## config.mk

```make
export PLATFORM = sky130hd
export DESIGN_NAME = foc_current_regulator_core
export DESIGN_NICKNAME = d
export VERILOG_FILES = /design/src/hdl/foccr_pkg.sv /design/src/hdl/foccr_sincos.sv /design/src/hdl/foc_current_regulator_core.sv
export SDC_FILE = /design/constraint.sdc
export NUM_CORES = 2
export LEC_CHECK = 0
export BUFFER_PORTS_ARGS = -buffer_cell sky130_fd_sc_hd__buf_4
export CORE_UTILIZATION = 35
export CTS_BUF_LIST = sky130_fd_sc_hd__clkbuf_16
export CTS_CLUSTER_DIAMETER = 30
export DETAILED_ROUTE_END_ITERATION = 10
export PLACE_DENSITY_LB_ADDON = 0.12
export SYNTH_ARGS = -nofsm -noshare
export SYNTH_HDL_FRONTEND = slang
export SYNTH_SLANG_ARGS = --single-unit
```

## constraint.sdc

```tcl
create_clock -name i_clk -period 14.8 [get_ports i_clk]
set_clock_uncertainty 0.1 [all_clocks]
set_input_delay 1.48 -clock i_clk [delete_from_list [all_inputs] [get_ports i_clk]]
set_output_delay 1.48 -clock i_clk [all_outputs]
set_load 0.05 [all_outputs]
```

## src/hdl/foccr_pkg.sv

```systemverilog
// ----------------------------------------------------------------------------
// foccr_pkg
// Shared types, constants and fixed-point helpers of the dq current regulator.
// ----------------------------------------------------------------------------
package foccr_pkg;

    // register indexes of the configuration port
    localparam logic [1:0] RegPropGain  = 2'd0;
    localparam logic [1:0] RegIntGain   = 2'd1;
    localparam logic [1:0] RegRefLimit  = 2'd2;
    localparam logic [1:0] RegIntegLim  = 2'd3;

    // cordic working width and fixed constants
    localparam int CordW = 26;
    localparam logic signed [CordW-1:0] CordGainX = 26'sd2547003;

    // clarke and inverse clarke constants
    localparam logic signed [17:0] KClarke   = 18'sd18919;
    localparam logic signed [17:0] KSqrt3    = 18'sd28378;
    localparam logic signed [17:0] KNegHalf  = -18'sd16384;

    // sine/cosine result handed from the cordic to the sequencer
    typedef struct packed {
        logic               done;
        logic signed [15:0] sin_v;
        logic signed [15:0] cos_v;
    } t_sc_res;

    // arctangent of 2^-i in 2^22 per quarter-turn scale
    function automatic logic signed [CordW-1:0] atan_entry(input logic [3:0] i);
        logic signed [CordW-1:0] v;
        case (i)
            4'd0:    v = 26'sd2097152;
            4'd1:    v = 26'sd1238021;
            4'd2:    v = 26'sd654136;
            4'd3:    v = 26'sd332050;
            4'd4:    v = 26'sd166669;
            4'd5:    v = 26'sd83416;
            4'd6:    v = 26'sd41718;
            4'd7:    v = 26'sd20860;
            4'd8:    v = 26'sd10430;
            4'd9:    v = 26'sd5215;
            4'd10:   v = 26'sd2608;
            4'd11:   v = 26'sd1304;
            4'd12:   v = 26'sd652;
            4'd13:   v = 26'sd326;
            4'd14:   v = 26'sd163;
            default: v = 26'sd81;
        endcase
        return v;
    endfunction

    // arithmetic right shift rounding half up
    function automatic logic signed [55:0] rnd_shift(input logic signed [55:0] v,
                                                      input int unsigned s);
        logic signed [55:0] b;
        b = 56'sd1 <<< (s - 1);
        return (v + b) >>> s;
    endfunction

    // saturate to 16 bits signed
    function automatic logic signed [15:0] sat16(input logic signed [55:0] v);
        logic signed [15:0] r;
        if (v > 56'sd32767)       r = 16'sh7FFF;
        else if (v < -56'sd32768) r = 16'sh8000;
        else                      r = v[15:0];
        return r;
    endfunction

endpackage

```

## src/hdl/foccr_sincos.sv

```systemverilog
// ----------------------------------------------------------------------------
// foccr_sincos
// Iterative 16-step rotation cordic giving Q1.14 sine and cosine of the angle.
// ----------------------------------------------------------------------------
module foccr_sincos #(
    parameter int SINE_TABLE_BITS = 10
) (
    input  logic               i_clk,
    input  logic               i_rst_n,
    input  logic               i_start,
    input  logic [15:0]        i_angle,
    output foccr_pkg::t_sc_res o_res
);
    import foccr_pkg::*;

    localparam int Sh = 16 - SINE_TABLE_BITS;
    localparam logic [15:0] AngMask = 16'hFFFF << Sh;

    typedef enum logic [1:0] {SC_IDLE, SC_ROT, SC_FIN} t_sc_state;

    t_sc_state                 r_state;
    logic signed [CordW-1:0]   r_x, r_y, r_z;
    logic [3:0]                r_iter;
    logic                      r_neg;
    logic                      r_done;
    logic signed [15:0]        r_sin, r_cos;

    logic [15:0]               qa;
    logic signed [16:0]        a_raw, a_fold;
    logic                      fold;
    logic signed [CordW-1:0]   dx, dy, xr, yr;
    logic signed [15:0]        xc, yc;

    // quantize and fold the angle to +-90 degrees
    always_comb begin
        qa     = i_angle & AngMask;
        a_raw  = {qa[15], qa};
        fold   = 1'b0;
        a_fold = a_raw;
        if (a_raw > 17'sd16384) begin
            a_fold = a_raw - 17'sd32768;
            fold   = 1'b1;
        end else if (a_raw < -17'sd16384) begin
            a_fold = a_raw + 17'sd32768;
            fold   = 1'b1;
        end
    end

    // shift terms and final rounding with clamp
    always_comb begin
        dx = r_y >>> r_iter;
        dy = r_x >>> r_iter;
        xr = (r_x + 26'sd128) >>> 8;
        yr = (r_y + 26'sd128) >>> 8;
        if (xr > 26'sd16384)       xc = 16'sd16384;
        else if (xr < -26'sd16384) xc = -16'sd16384;
        else                       xc = xr[15:0];
        if (yr > 26'sd16384)       yc = 16'sd16384;
        else if (yr < -26'sd16384) yc = -16'sd16384;
        else                       yc = yr[15:0];
    end

    // sequencer and rotation registers
    always_ff @(posedge i_clk) begin
        if (!i_rst_n) begin
            r_state <= SC_IDLE;
            r_done  <= 1'b0;
            r_iter  <= '0;
        end else begin
            r_done <= 1'b0;
            case (r_state)
                SC_IDLE: begin
                    if (i_start) begin
                        r_x     <= CordGainX;
                        r_y     <= '0;
                        r_z     <= CordW'(a_fold) <<< 8;
                        r_neg   <= fold;
                        r_iter  <= '0;
                        r_state <= SC_ROT;
                    end
                end
                SC_ROT: begin
                    if (!r_z[CordW-1]) begin
                        r_x <= r_x - dx;
                        r_y <= r_y + dy;
                        r_z <= r_z - atan_entry(r_iter);
                    end else begin
                        r_x <= r_x + dx;
                        r_y <= r_y - dy;
                        r_z <= r_z + atan_entry(r_iter);
                    end
                    r_iter <= r_iter + 4'd1;
                    if (r_iter == 4'd15) r_state <= SC_FIN;
                end
                SC_FIN: begin
                    r_cos   <= r_neg ? -xc : xc;
                    r_sin   <= r_neg ? -yc : yc;
                    r_done  <= 1'b1;
                    r_state <= SC_IDLE;
                end
                default: r_state <= SC_IDLE;
            endcase
        end
    end

    assign o_res = '{done: r_done, sin_v: r_sin, cos_v: r_cos};

endmodule

```

## src/hdl/foc_current_regulator_core.sv

```systemverilog
// ----------------------------------------------------------------------------
// foc_current_regulator_core
// dq PI current regulator: Clarke, Park, two PI loops, inverse Park/Clarke.
// ----------------------------------------------------------------------------
// An accepted item first needs sine and cosine: the sequencer starts the
// iterative cordic, which runs 16 rotations and a final rounding and then
// hands the values to the sequencer. Then come 20 sequencer steps that share
// one 36x18 multiply-accumulate unit for all transforms and PI terms, and
// then the output register is loaded. The input side is not ready while an
// item is in work, so a new item is taken only once the previous result is
// in the output register. A finished result waits in the output register and
// the next item is taken meanwhile; only when that next result is ready while
// the previous one still waits does the sequencer stall.
module foc_current_regulator_core #(
    parameter int SINE_TABLE_BITS = 10
) (
    input  logic          i_clk,
    input  logic          i_rst_n,
    // input items
    input  logic          s_tvalid,
    output logic          s_tready,
    // phase_a_current, phase_b_current, elec_angle, d_current_ref, q_current_ref
    input  logic [79:0]   s_tdata,
    // result items
    output logic          m_tvalid,
    input  logic          m_tready,
    // volt_a, volt_b, volt_c, volt_d, volt_q, meas_d_current, meas_q_current
    output logic [111:0]  m_tdata,
    // configuration
    input  logic          psel,
    input  logic          penable,
    input  logic          pwrite,
    input  logic [3:0]    paddr,
    input  logic [31:0]   pwdata,
    output logic [31:0]   prdata,
    output logic          pready
);
    import foccr_pkg::*;

    localparam logic [4:0] LastStep = 5'd19;

    typedef enum logic [1:0] {S_IDLE, S_ANGLE, S_CALC, S_OUT} t_state;

    t_state               r_state;
    logic [4:0]           r_step;
    logic [15:0]          r_kp, r_ki;
    logic [14:0]          r_rlim, r_ilim;
    logic signed [15:0]   r_ia, r_ib, r_dref, r_qref;
    logic [15:0]          r_angle;
    logic signed [17:0]   r_beta, r_valpha, r_vbeta;
    logic signed [15:0]   r_md, r_mq, r_vd, r_vq, r_vb, r_vc;
    logic signed [33:0]   r_pd, r_pq;
    logic signed [15:0]   r_integ_d, r_integ_q;
    logic signed [55:0]   r_acc;
    logic                 r_start;
    logic                 r_m_valid;
    logic [111:0]         r_m_data;

    t_sc_res              sc;
    logic signed [35:0]   m_a;
    logic signed [17:0]   m_b;
    logic [1:0]           m_op;
    logic signed [53:0]   prod;
    logic signed [16:0]   err_d, err_q, rl;
    logic signed [27:0]   istep, isum, ilim;
    logic signed [15:0]   integ_new;
    logic                 in_acc, cfg_wr;

    localparam logic [1:0] OpKeep = 2'd0;
    localparam logic [1:0] OpLoad = 2'd1;
    localparam logic [1:0] OpAdd  = 2'd2;
    localparam logic [1:0] OpSub  = 2'd3;

    foccr_sincos #(.SINE_TABLE_BITS(SINE_TABLE_BITS)) u_sincos (
        .i_clk   (i_clk),
        .i_rst_n (i_rst_n),
        .i_start (r_start),
        .i_angle (r_angle),
        .o_res   (sc)
    );

    assign s_tready = (r_state == S_IDLE);
    assign in_acc   = s_tvalid && s_tready;
    assign pready   = 1'b1;
    assign cfg_wr   = psel && penable && pwrite;
    assign rl       = {2'b00, r_rlim};

    // reference clamp
    function automatic logic signed [15:0] ref_clamp(input logic signed [15:0] v,
                                                      input logic signed [16:0] lim);
        logic signed [16:0] w;
        w = {v[15], v};
        if (w > lim)       w = lim;
        else if (w < -lim) w = -lim;
        return w[15:0];
    endfunction

    // register readback
    always_comb begin
        case (paddr[3:2])
            RegPropGain: prdata = {16'd0, r_kp};
            RegIntGain:  prdata = {16'd0, r_ki};
            RegRefLimit: prdata = {17'd0, r_rlim};
            RegIntegLim: prdata = {17'd0, r_ilim};
            default:     prdata = '0;
        endcase
    end

    // operand selection of the shared multiplier
    always_comb begin
        err_d = {r_dref[15], r_dref} - {r_md[15], r_md};
        err_q = {r_qref[15], r_qref} - {r_mq[15], r_mq};
        m_a   = '0;
        m_b   = '0;
        m_op  = OpKeep;
        case (r_step)
            5'd0:  begin m_a = 36'(r_ia) + (36'(r_ib) <<< 1); m_b = KClarke; m_op = OpLoad; end
            5'd1:  begin m_a = 36'(r_ia);     m_b = 18'(sc.cos_v); m_op = OpLoad; end
            5'd2:  begin m_a = 36'(r_beta);   m_b = 18'(sc.sin_v); m_op = OpAdd;  end
            5'd3:  begin m_a = 36'(r_beta);   m_b = 18'(sc.cos_v); m_op = OpLoad; end
            5'd4:  begin m_a = 36'(r_ia);     m_b = 18'(sc.sin_v); m_op = OpSub;  end
            5'd5:  begin m_a = 36'(err_d);    m_b = {2'b00, r_kp};  m_op = OpLoad; end
            5'd6:  begin m_a = 36'(err_q);    m_b = {2'b00, r_kp};  m_op = OpLoad; end
            5'd7:  begin m_a = 36'(r_pd);     m_b = {2'b00, r_ki};  m_op = OpLoad; end
            5'd8:  begin m_a = 36'(r_pq);     m_b = {2'b00, r_ki};  m_op = OpLoad; end
            5'd11: begin m_a = 36'(r_vd);     m_b = 18'(sc.cos_v); m_op = OpLoad; end
            5'd12: begin m_a = 36'(r_vq);     m_b = 18'(sc.sin_v); m_op = OpSub;  end
            5'd13: begin m_a = 36'(r_vd);     m_b = 18'(sc.sin_v); m_op = OpLoad; end
            5'd14: begin m_a = 36'(r_vq);     m_b = 18'(sc.cos_v); m_op = OpAdd;  end
            5'd15: begin m_a = 36'(r_valpha); m_b = KNegHalf;       m_op = OpLoad; end
            5'd16: begin m_a = 36'(r_vbeta);  m_b = KSqrt3;         m_op = OpAdd;  end
            5'd17: begin m_a = 36'(r_valpha); m_b = KNegHalf;       m_op = OpLoad; end
            5'd18: begin m_a = 36'(r_vbeta);  m_b = KSqrt3;         m_op = OpSub;  end
            default: m_op = OpKeep;
        endcase
        prod = m_a * m_b;
    end

    // integrator step and clamp, shared by both axes
    always_comb begin
        istep = 28'(rnd_shift(r_acc, 22));
        ilim  = 28'({1'b0, r_ilim});
        isum  = istep + 28'((r_step == 5'd8) ? r_integ_d : r_integ_q);
        if (isum > ilim)       isum = ilim;
        else if (isum < -ilim) isum = -ilim;
        integ_new = isum[15:0];
    end

    // configuration registers
    always_ff @(posedge i_clk) begin
        if (!i_rst_n) begin
            r_kp   <= 16'd4096;
            r_ki   <= 16'd655;
            r_rlim <= 15'd10240;
            r_ilim <= 15'd14746;
        end else if (cfg_wr) begin
            case (paddr[3:2])
                RegPropGain: r_kp   <= pwdata[15:0];
                RegIntGain:  r_ki   <= pwdata[15:0];
                RegRefLimit: r_rlim <= pwdata[14:0];
                RegIntegLim: r_ilim <= pwdata[14:0];
                default: ;
            endcase
        end
    end

    // sequencer, datapath registers and output register
    always_ff @(posedge i_clk) begin
        if (!i_rst_n) begin
            r_state   <= S_IDLE;
            r_step    <= '0;
            r_start   <= 1'b0;
            r_m_valid <= 1'b0;
            r_integ_d <= '0;
            r_integ_q <= '0;
        end else begin
            r_start <= 1'b0;
            // taken result leaves; in the output state a taken result is replaced
            if (r_m_valid && m_tready && (r_state != S_OUT)) r_m_valid <= 1'b0;
            case (r_state)
                S_IDLE: begin
                    if (in_acc) begin
                        r_ia    <= s_tdata[15:0];
                        r_ib    <= s_tdata[31:16];
                        r_angle <= s_tdata[47:32];
                        r_dref  <= ref_clamp(s_tdata[63:48], rl);
                        r_qref  <= ref_clamp(s_tdata[79:64], rl);
                        r_start <= 1'b1;
                        r_state <= S_ANGLE;
                    end
                end
                S_ANGLE: begin
                    if (sc.done) begin
                        r_step  <= '0;
                        r_state <= S_CALC;
                    end
                end
                S_CALC: begin
                    // multiply-accumulate
                    case (m_op)
                        OpLoad:  r_acc <= 56'(prod);
                        OpAdd:   r_acc <= r_acc + 56'(prod);
                        OpSub:   r_acc <= r_acc - 56'(prod);
                        default: r_acc <= r_acc;
                    endcase
                    // write-back of the previous step's result
                    case (r_step)
                        5'd1:  r_beta    <= 18'(rnd_shift(r_acc, 15));
                        5'd3:  r_md      <= sat16(rnd_shift(r_acc, 14));
                        5'd5:  r_mq      <= sat16(rnd_shift(r_acc, 14));
                        5'd6:  r_pd      <= 34'(r_acc);
                        5'd7:  r_pq      <= 34'(r_acc);
                        5'd8:  r_integ_d <= integ_new;
                        5'd9: begin
                            r_integ_q <= integ_new;
                            r_vd <= sat16(56'(r_integ_d) + rnd_shift(56'(r_pd), 6));
                        end
                        5'd10: r_vq      <= sat16(56'(r_integ_q) + rnd_shift(56'(r_pq), 6));
                        5'd13: r_valpha  <= 18'(rnd_shift(r_acc, 14));
                        5'd15: r_vbeta   <= 18'(rnd_shift(r_acc, 14));
                        5'd17: r_vb      <= sat16(rnd_shift(r_acc, 15));
                        5'd19: r_vc      <= sat16(rnd_shift(r_acc, 15));
                        default: ;
                    endcase
                    if (r_step == LastStep) r_state <= S_OUT;
                    else                    r_step  <= r_step + 5'd1;
                end
                S_OUT: begin
                    if (!r_m_valid || m_tready) begin
                        r_m_data  <= {r_mq, r_md, r_vq, r_vd, r_vc, r_vb,
                                      sat16(56'(r_valpha))};
                        r_m_valid <= 1'b1;
                        r_state   <= S_IDLE;
                    end
                end
                default: r_state <= S_IDLE;
            endcase
        end
    end

    assign m_tvalid = r_m_valid;
    assign m_tdata  = r_m_data;

    // an accepted item closes the input side on the next cycle
    a_busy_after_accept: assert property (@(posedge i_clk) disable iff (!i_rst_n)
        in_acc |=> !s_tready)
        else $error("input still ready after accepting an item");

    // the cordic only finishes while the sequencer waits for it
    a_done_in_angle: assert property (@(posedge i_clk) disable iff (!i_rst_n)
        sc.done |-> (r_state == S_ANGLE))
        else $error("sine/cosine finished outside the angle wait");

    // a pending result is never overwritten
    a_result_held: assert property (@(posedge i_clk) disable iff (!i_rst_n)
        (m_tvalid && !m_tready) |=> $stable(m_tdata))
        else $error("pending result changed");

endmodule
```

* After elaboration in Yosys (flattened, before gate mapping)
Memories as Yosys holds them, arrays and structs flattened. A register that Yosys moved wholly into a read port is not among the register bits. Cells that the tools add are included.
Operators by class: add/sub/neg operators 29, $mul 1, magnitude comparators 22, equal/unequal tests 39, shift operators 2, muxes and demuxes 65, reductions and logical operators 55
Operators with widths (count):
- case mux 36 bit (11 select lines) | 1
- 2-to-1 mux 26 bit | 12
- 2-to-1 mux 16 bit | 17
- case mux 56 bit (3 select lines) | 1
- case mux 26 bit (2 select lines) | 3
- case mux 32 bit (4 select lines) | 1
- case mux 18 bit (7 select lines) | 1
- adder 26 bit | 3
- subtractor 26 bit | 3
- adder 34 x 7 -> 35 bit, second input constant | 2
- adder 16 x 29 -> 30 bit | 2
- greater-than comparator 30 x 16 -> 1 bit, second input constant | 2
- < comparator 30 x 16 -> 1 bit, second input constant | 2
- adder 56 x 15 -> 56 bit, second input constant | 1
- adder 56 x 16 -> 56 bit, second input constant | 1
- adder 56 x 54 -> 56 bit | 1
- subtractor 56 x 54 -> 56 bit | 1
- greater-than comparator 18 x 16 -> 1 bit, second input constant | 3
- multiplier 36 x 18 -> 54 bit | 1
- adder 26 x 9 -> 26 bit, second input constant | 2
- >>> shifter 26 x 4 -> 26 bit | 2
- AND reduction 3 bit | 17
- adder 50 x 23 -> 50 bit, second input constant | 1
- greater-than comparator 42 x 16 -> 1 bit, second input constant | 1
- 56 further kinds | 132
Word-level totals: bits in registers 687, bits in read-only memories 704, bits of input ports 123, output and inout port bits 147, logic and storage cells 255, memories kept 2
Memories:
- (no name shown) | words 16, bits a word 22, read ports 1, clocked after Yosys merged registers in 1, wr ports 0, line foccr_pkg.sv:32 | case (i)
- (no name shown) | words 16, bits a word 22, read ports 1, clocked after Yosys merged registers in 1, wr ports 0, line foccr_pkg.sv:32

* Depth between registers and ports, before layout
word-level depth 6, mapped depth 55, depth with buffers taken out 52

* Cells and area by module
A second synthesis with hierarchy kept.
Second synthesis, totals: cell total of the unflattened synthesis 8651, area, all modules 77839.7 um^2
Modules (own cells, without submodules):
- foc_current_regulator_core | instances 1, cells each 6940, area each 62981.7 um^2, sequential area each 16055.4 um^2
- foccr_sincos | instances 1, cells each 1711, area each 14858.0 um^2, sequential area each 3913.8 um^2

* Worst setup path after synthesis
No wires, ideal clock.
path kind register -> register, from register r_mq[0], to register r_acc[55], data pin, library setup time 0.262 ns, arrival time 12.781 ns, data required time 14.438 ns, setup slack 1.657 ns, stages on the path, launching flop included 53, buffers on the path 4, clock period less this slack 13.143 ns, cell sequence edfxtp_1 -> ha_1 -> fa_1 -> nor2b_1 -> o21ai_0 -> a21boi_0 -> o21ai_0 -> a21boi_1 -> o2111ai_1 -> a21oi_1 -> a211oi_1 -> nor3b_1 -> o31ai_1 -> nor4_1 -> clkbuf_1 -> clkbuf_1 -> a21oi_1 -> fa_1 -> [... 17 more ...] -> or4b_4 -> or3_1 -> o21ai_0 -> xor2_1 -> ha_1 -> clkbuf_1 -> and3_1 -> and2_1 -> a221oi_1 -> o221ai_1 -> or3b_1 -> a311oi_1 -> nor4_1 -> or3_1 -> and3_1 -> nor3_1 -> mux2i_1 -> nor3b_2
On the way: word-level cells in the longest chain between the ends 5, elaborated cells on any way between the ends 6, classes of those cells add/sub (3); mul (1); mux (2)
RTL lines:
- start: declaration | line foc_current_regulator_core.sv:51 | logic signed [15:0] r_md, r_mq, r_vd, r_vq, r_vb, r_vc;
- start signal: assignment | line foc_current_regulator_core.sv:210 | 5'd5: r_mq <= sat16(rnd_shift(r_acc, 14));
- subtractor 16 x 16 -> 17 bit * | line foc_current_regulator_core.sv:112 | err_q = {r_qref[15], r_qref} - {r_mq[15], r_mq};
- case mux 36 bit (11 select lines) * | line foc_current_regulator_core.sv:116 | case (r_step)
- multiplier 36 x 18 -> 54 bit * | line foc_current_regulator_core.sv:136 | prod = m_a * m_b;
- subtractor 56 x 54 -> 56 bit or adder 56 x 54 -> 56 bit (tied branches) | line foc_current_regulator_core.sv:203, foc_current_regulator_core.sv:202
- case mux 56 bit (3 select lines) * | line foc_current_regulator_core.sv:200 | case (m_op)
- end signal: assignment | line foc_current_regulator_core.sv:201 | OpLoad: r_acc <= 56'(prod);
- end signal: assignment | line foc_current_regulator_core.sv:203 | OpSub: r_acc <= r_acc - 56'(prod);
- end signal: assignment | line foc_current_regulator_core.sv:204 | default: r_acc <= r_acc;
- end: declaration | line foc_current_regulator_core.sv:54 | logic signed [55:0] r_acc;
Every way passes the cells marked *; elsewhere a longest branch is shown, timed or not. A chain may end at the register's enable or synchronous reset.

* Worst setup path in the final report
from register r_ia[1], to register r_acc[55], data pin
On the way: word-level cells in the longest chain between the ends 5, elaborated cells on any way between the ends 6, classes of those cells add/sub (3); mul (1); mux (2)
RTL lines:
- start: declaration | line foc_current_regulator_core.sv:48 | logic signed [15:0] r_ia, r_ib, r_dref, r_qref;
- start signal: assignment | line foc_current_regulator_core.sv:183 | r_ia <= s_tdata[15:0];
- adder 16 x 17 -> 18 bit | line foc_current_regulator_core.sv:117 | 5'd0: begin m_a = 36'(r_ia) + (36'(r_ib) <<< 1); m_b = KClarke; m_op = OpLoad; end
- case mux 36 bit (11 select lines) * | line foc_current_regulator_core.sv:116
- multiplier 36 x 18 -> 54 bit * | line foc_current_regulator_core.sv:136
- subtractor 56 x 54 -> 56 bit or adder 56 x 54 -> 56 bit (tied branches) | line foc_current_regulator_core.sv:203, foc_current_regulator_core.sv:202
- case mux 56 bit (3 select lines) * | line foc_current_regulator_core.sv:200
Marked as above.

==> flow_metrics.tcl <==
set metrics [dict create \
    netlist-cell-type-count 108 \
    cts.root.buffer_cell "clkbuf_16" \
    wl_per_cell_um 24.1 \
    postSynthAreaPerCell_um2 9.00 \
    floorplan.die.width_um 467 \
    most-common-layout-cells "968 x inv_1, 764 x nand2_1, 629 x a21oi_1, 611 x nor2_1, 605 x fa_1" \
    final_setup_violation_count 0 \
    cp.arrival_ps 14600 \
    finish.net_count 9885 \
    rr_worst_depth 51 \
    fp.coreArea_mm2 0.215 \
    grt_usage 0.252 \
    clock-sinks 703 \
    hold_viol 0 \
    timing.final.crit_share 0.956 \
    initial_standard_cell_utilization_of_the_core 0.353 \
    fmax_ghz 0.0707 \
    route.antenna.remaining_nets 0 \
    die_y_um 467 \
    number_of_synthesized_flops_with_an_enable_pin 571 \
    ys.flop_type "edfxtp_1" \
    syn_inst_count 8416 \
    grt_first_pass_wirelength_um 413000 \
    worstHoldPathType "reg -> reg" \
    finalWirelength_um 279000 \
    worstSetupPathType "reg -> reg" \
    antenna_found_initial 17 \
    clockBufferDepth 3 \
    firstDrtPassIters 8 \
    overflow 0 \
    tightest_slew_ps 1290 \
    setup_total_negative_slack_ps 0 \
    h-tree-depth 4 \
    clock_insertion_delay_worst_skew_ps 820 \
    rsz0062_at_grt "false" \
    numCtsBuffers 159 \
    holdPathStages 0 \
    status "finished, final reports clean" \
    cts_tree "yes" \
    cp-end-kind "register" \
    slew-limit-headroom 0.141 \
    vias_in_the_first_global_route 63200 \
    max_cap_violations 0 \
    maximum_number_of_pins_on_one_net_before_global_route_repair 155 \
    numPortBuffers 228 \
    critical-path-top-cell-by-count "fa_1" \
    placementRows 170 \
    drt_drc_violations_left 0 \
    area_growth_syn_to_layout_pct 15.0 \
    ys.warnings.count 0 \
    critical_path.startpoint_type "register" \
    gpl.final_weighted_congestion 0.940 \
    dp.cells 11300 \
    final_core_util 0.405 \
    timing.critical_path.required_ps 15240 \
    fp.dieArea_mm2 0.218 \
    drv_slew 0 \
    syn-cell-area_mm2 0.0757 \
    stdcell_count 11600 \
    layout.cells.most_common "inv_1" \
    critPathSlowestCell "or4_4" \
    critical-path-max-stage-delay_ps 740 \
    async_flop_share 0 \
    via_count 63800 \
    dpl.hpwl_um 222000 \
    drive_gt1_frac 0.110 \
    path_clk_slew_ps 50 \
    drt_first_iter_violations 5369 \
    synth.yosys.seq_area_share 0.261 \
    pin_count 270 \
    timing.final.crit_period_ps 14150 \
    synth_seq_cells 703 \
    timing.critical_path.fanout_max 5 \
    vias_per_cell 5.50 \
]
## cells by family (layout without fill, tap and decap cells)
kind of cell / after synthesis / after routing / synth area share
adder cells (fa/ha/maj): 1129 / 1129 / 0.246
flip-flops: 703 / 703 / 0.261
other: 2 / 26 / 0.0000991
multiplexers: 191 / 191 / 0.0362
AO/OA/AOI/OAI: 2038 / 2038 / 0.168
XOR/XNOR: 590 / 590 / 0.0684
AND/OR/NAND/NOR: 2387 / 2389 / 0.150
buffers and inverters: 1376 / 1707 / 0.0700
## worst paths after layout
kind,from,endpoint,slack [ps]
setup / recovery,r_ia[1]$_DFFE_PP_,r_acc[55]$_DFFE_PP_,650
hold / removal,r_vc[14]$_DFFE_PP_,m_tdata[46]$_DFFE_PP_,310
setup reg to reg,r_ia[1]$_DFFE_PP_,r_acc[55]$_DFFE_PP_,650
hold reg to reg,r_vc[14]$_DFFE_PP_,m_tdata[46]$_DFFE_PP_,310
## flip-flops by register name, summed over array words and instances, names as in the netlist, 18 cells and up, named ones only
signal and cells:
r_beta 18, r_pq 34, u_sincos.r_x 26, u_sincos.r_y 26, r_pd 34, m_tdata 112, r_acc 56, r_valpha 18
r_vbeta 18, u_sincos.r_z 26
## per-layer routing
layer,vias up,GRT usage,routed length [µm],share of wire
met5,-,0,70,0.00025
met4,12,0.0824,9940,0.036
met3,368,0.0426,18200,0.065
met2,1952,0.409,129000,0.46
met1,31700,0.340,122000,0.44
li1,29800,-,-,-
## cell type report
cell class	instances	area, µm²
Antenna cell	9	22.5
Clock buffer	160	4000
Clock inverter	132	1390
Fill cell	21500	128000
Inverter	953	3580
Multi-Input combinational cell	6354	51200
Sequential cell	703	19800
Tap cell	2838	3550
Timing Repair Buffer	462	3580
## critical path: cells and delay by family, from the launching register on
kind                       cells  cell delay, ps
AOI/OAI and AO/OA             18            3800
xor gates and xnor gates       2             380
adders and majority gates     10            4380
buffers and inverters          7             840
DFF                            1             360
muxes                          1             100
and+or+nand+nor               13            3910
## Yosys cell counts (20+ instances only)
master,instances,area (µm²)
ha_1,524,6560
nor2b_1,79,494
and3_1,96,601
nand3_1,206,1030
o21bai_1,41,308
a2bb2oi_1,21,184
mux2_2,47,529
a221o_1,35,350
a31oi_1,89,557
a21o_1,149,1120
xor2_1,228,2000
dfxtp_1,132,2640
o21a_1,84,631
a21boi_0,32,240
or2_2,26,163
nand4_1,86,538
buf_4,20,150
edfxtp_1,571,17100
buf_1,30,113
mux2i_1,82,821
a211oi_1,44,330
a211o_1,20,175
a221oi_1,22,193
inv_1,950,3570
o31ai_1,33,248
clkbuf_1,340,1280
o211ai_1,44,330
a21oi_1,632,3160
and2_1,99,619
nor4_1,47,294
nor2_1,617,2320
and4_1,21,184
fa_1,605,12100
a22o_1,29,254
or3_1,32,200
a22oi_1,51,383
nor3_1,130,651
mux4_2,61,1370
nand2b_1,73,457
nand2_1,764,2870
o21ai_0,533,2670
xnor2_1,361,3160
nor3b_1,21,158
buf_2,30,150
## metrics by stage
stage	instance area, µm²	worst slack, ps	hold WS, ps
after floorplan	75800	1660	300
after CTS	86800	487	309
after global placement	81400	660	304
after global routing	87100	3.14	322
after detailed placement	81400	540	305
final	87100	647	313
## timing repair
action / in CTS / in global routing
gates resized for setup: 0 / 34
endpoints found under the setup margin: 0 / 4
buffers inserted: 0 / 3
hold buffers: 0 / 0
Power is not shown: default switching activity piles up to over one toggle a cycle in this logic, so the estimate is an artifact.
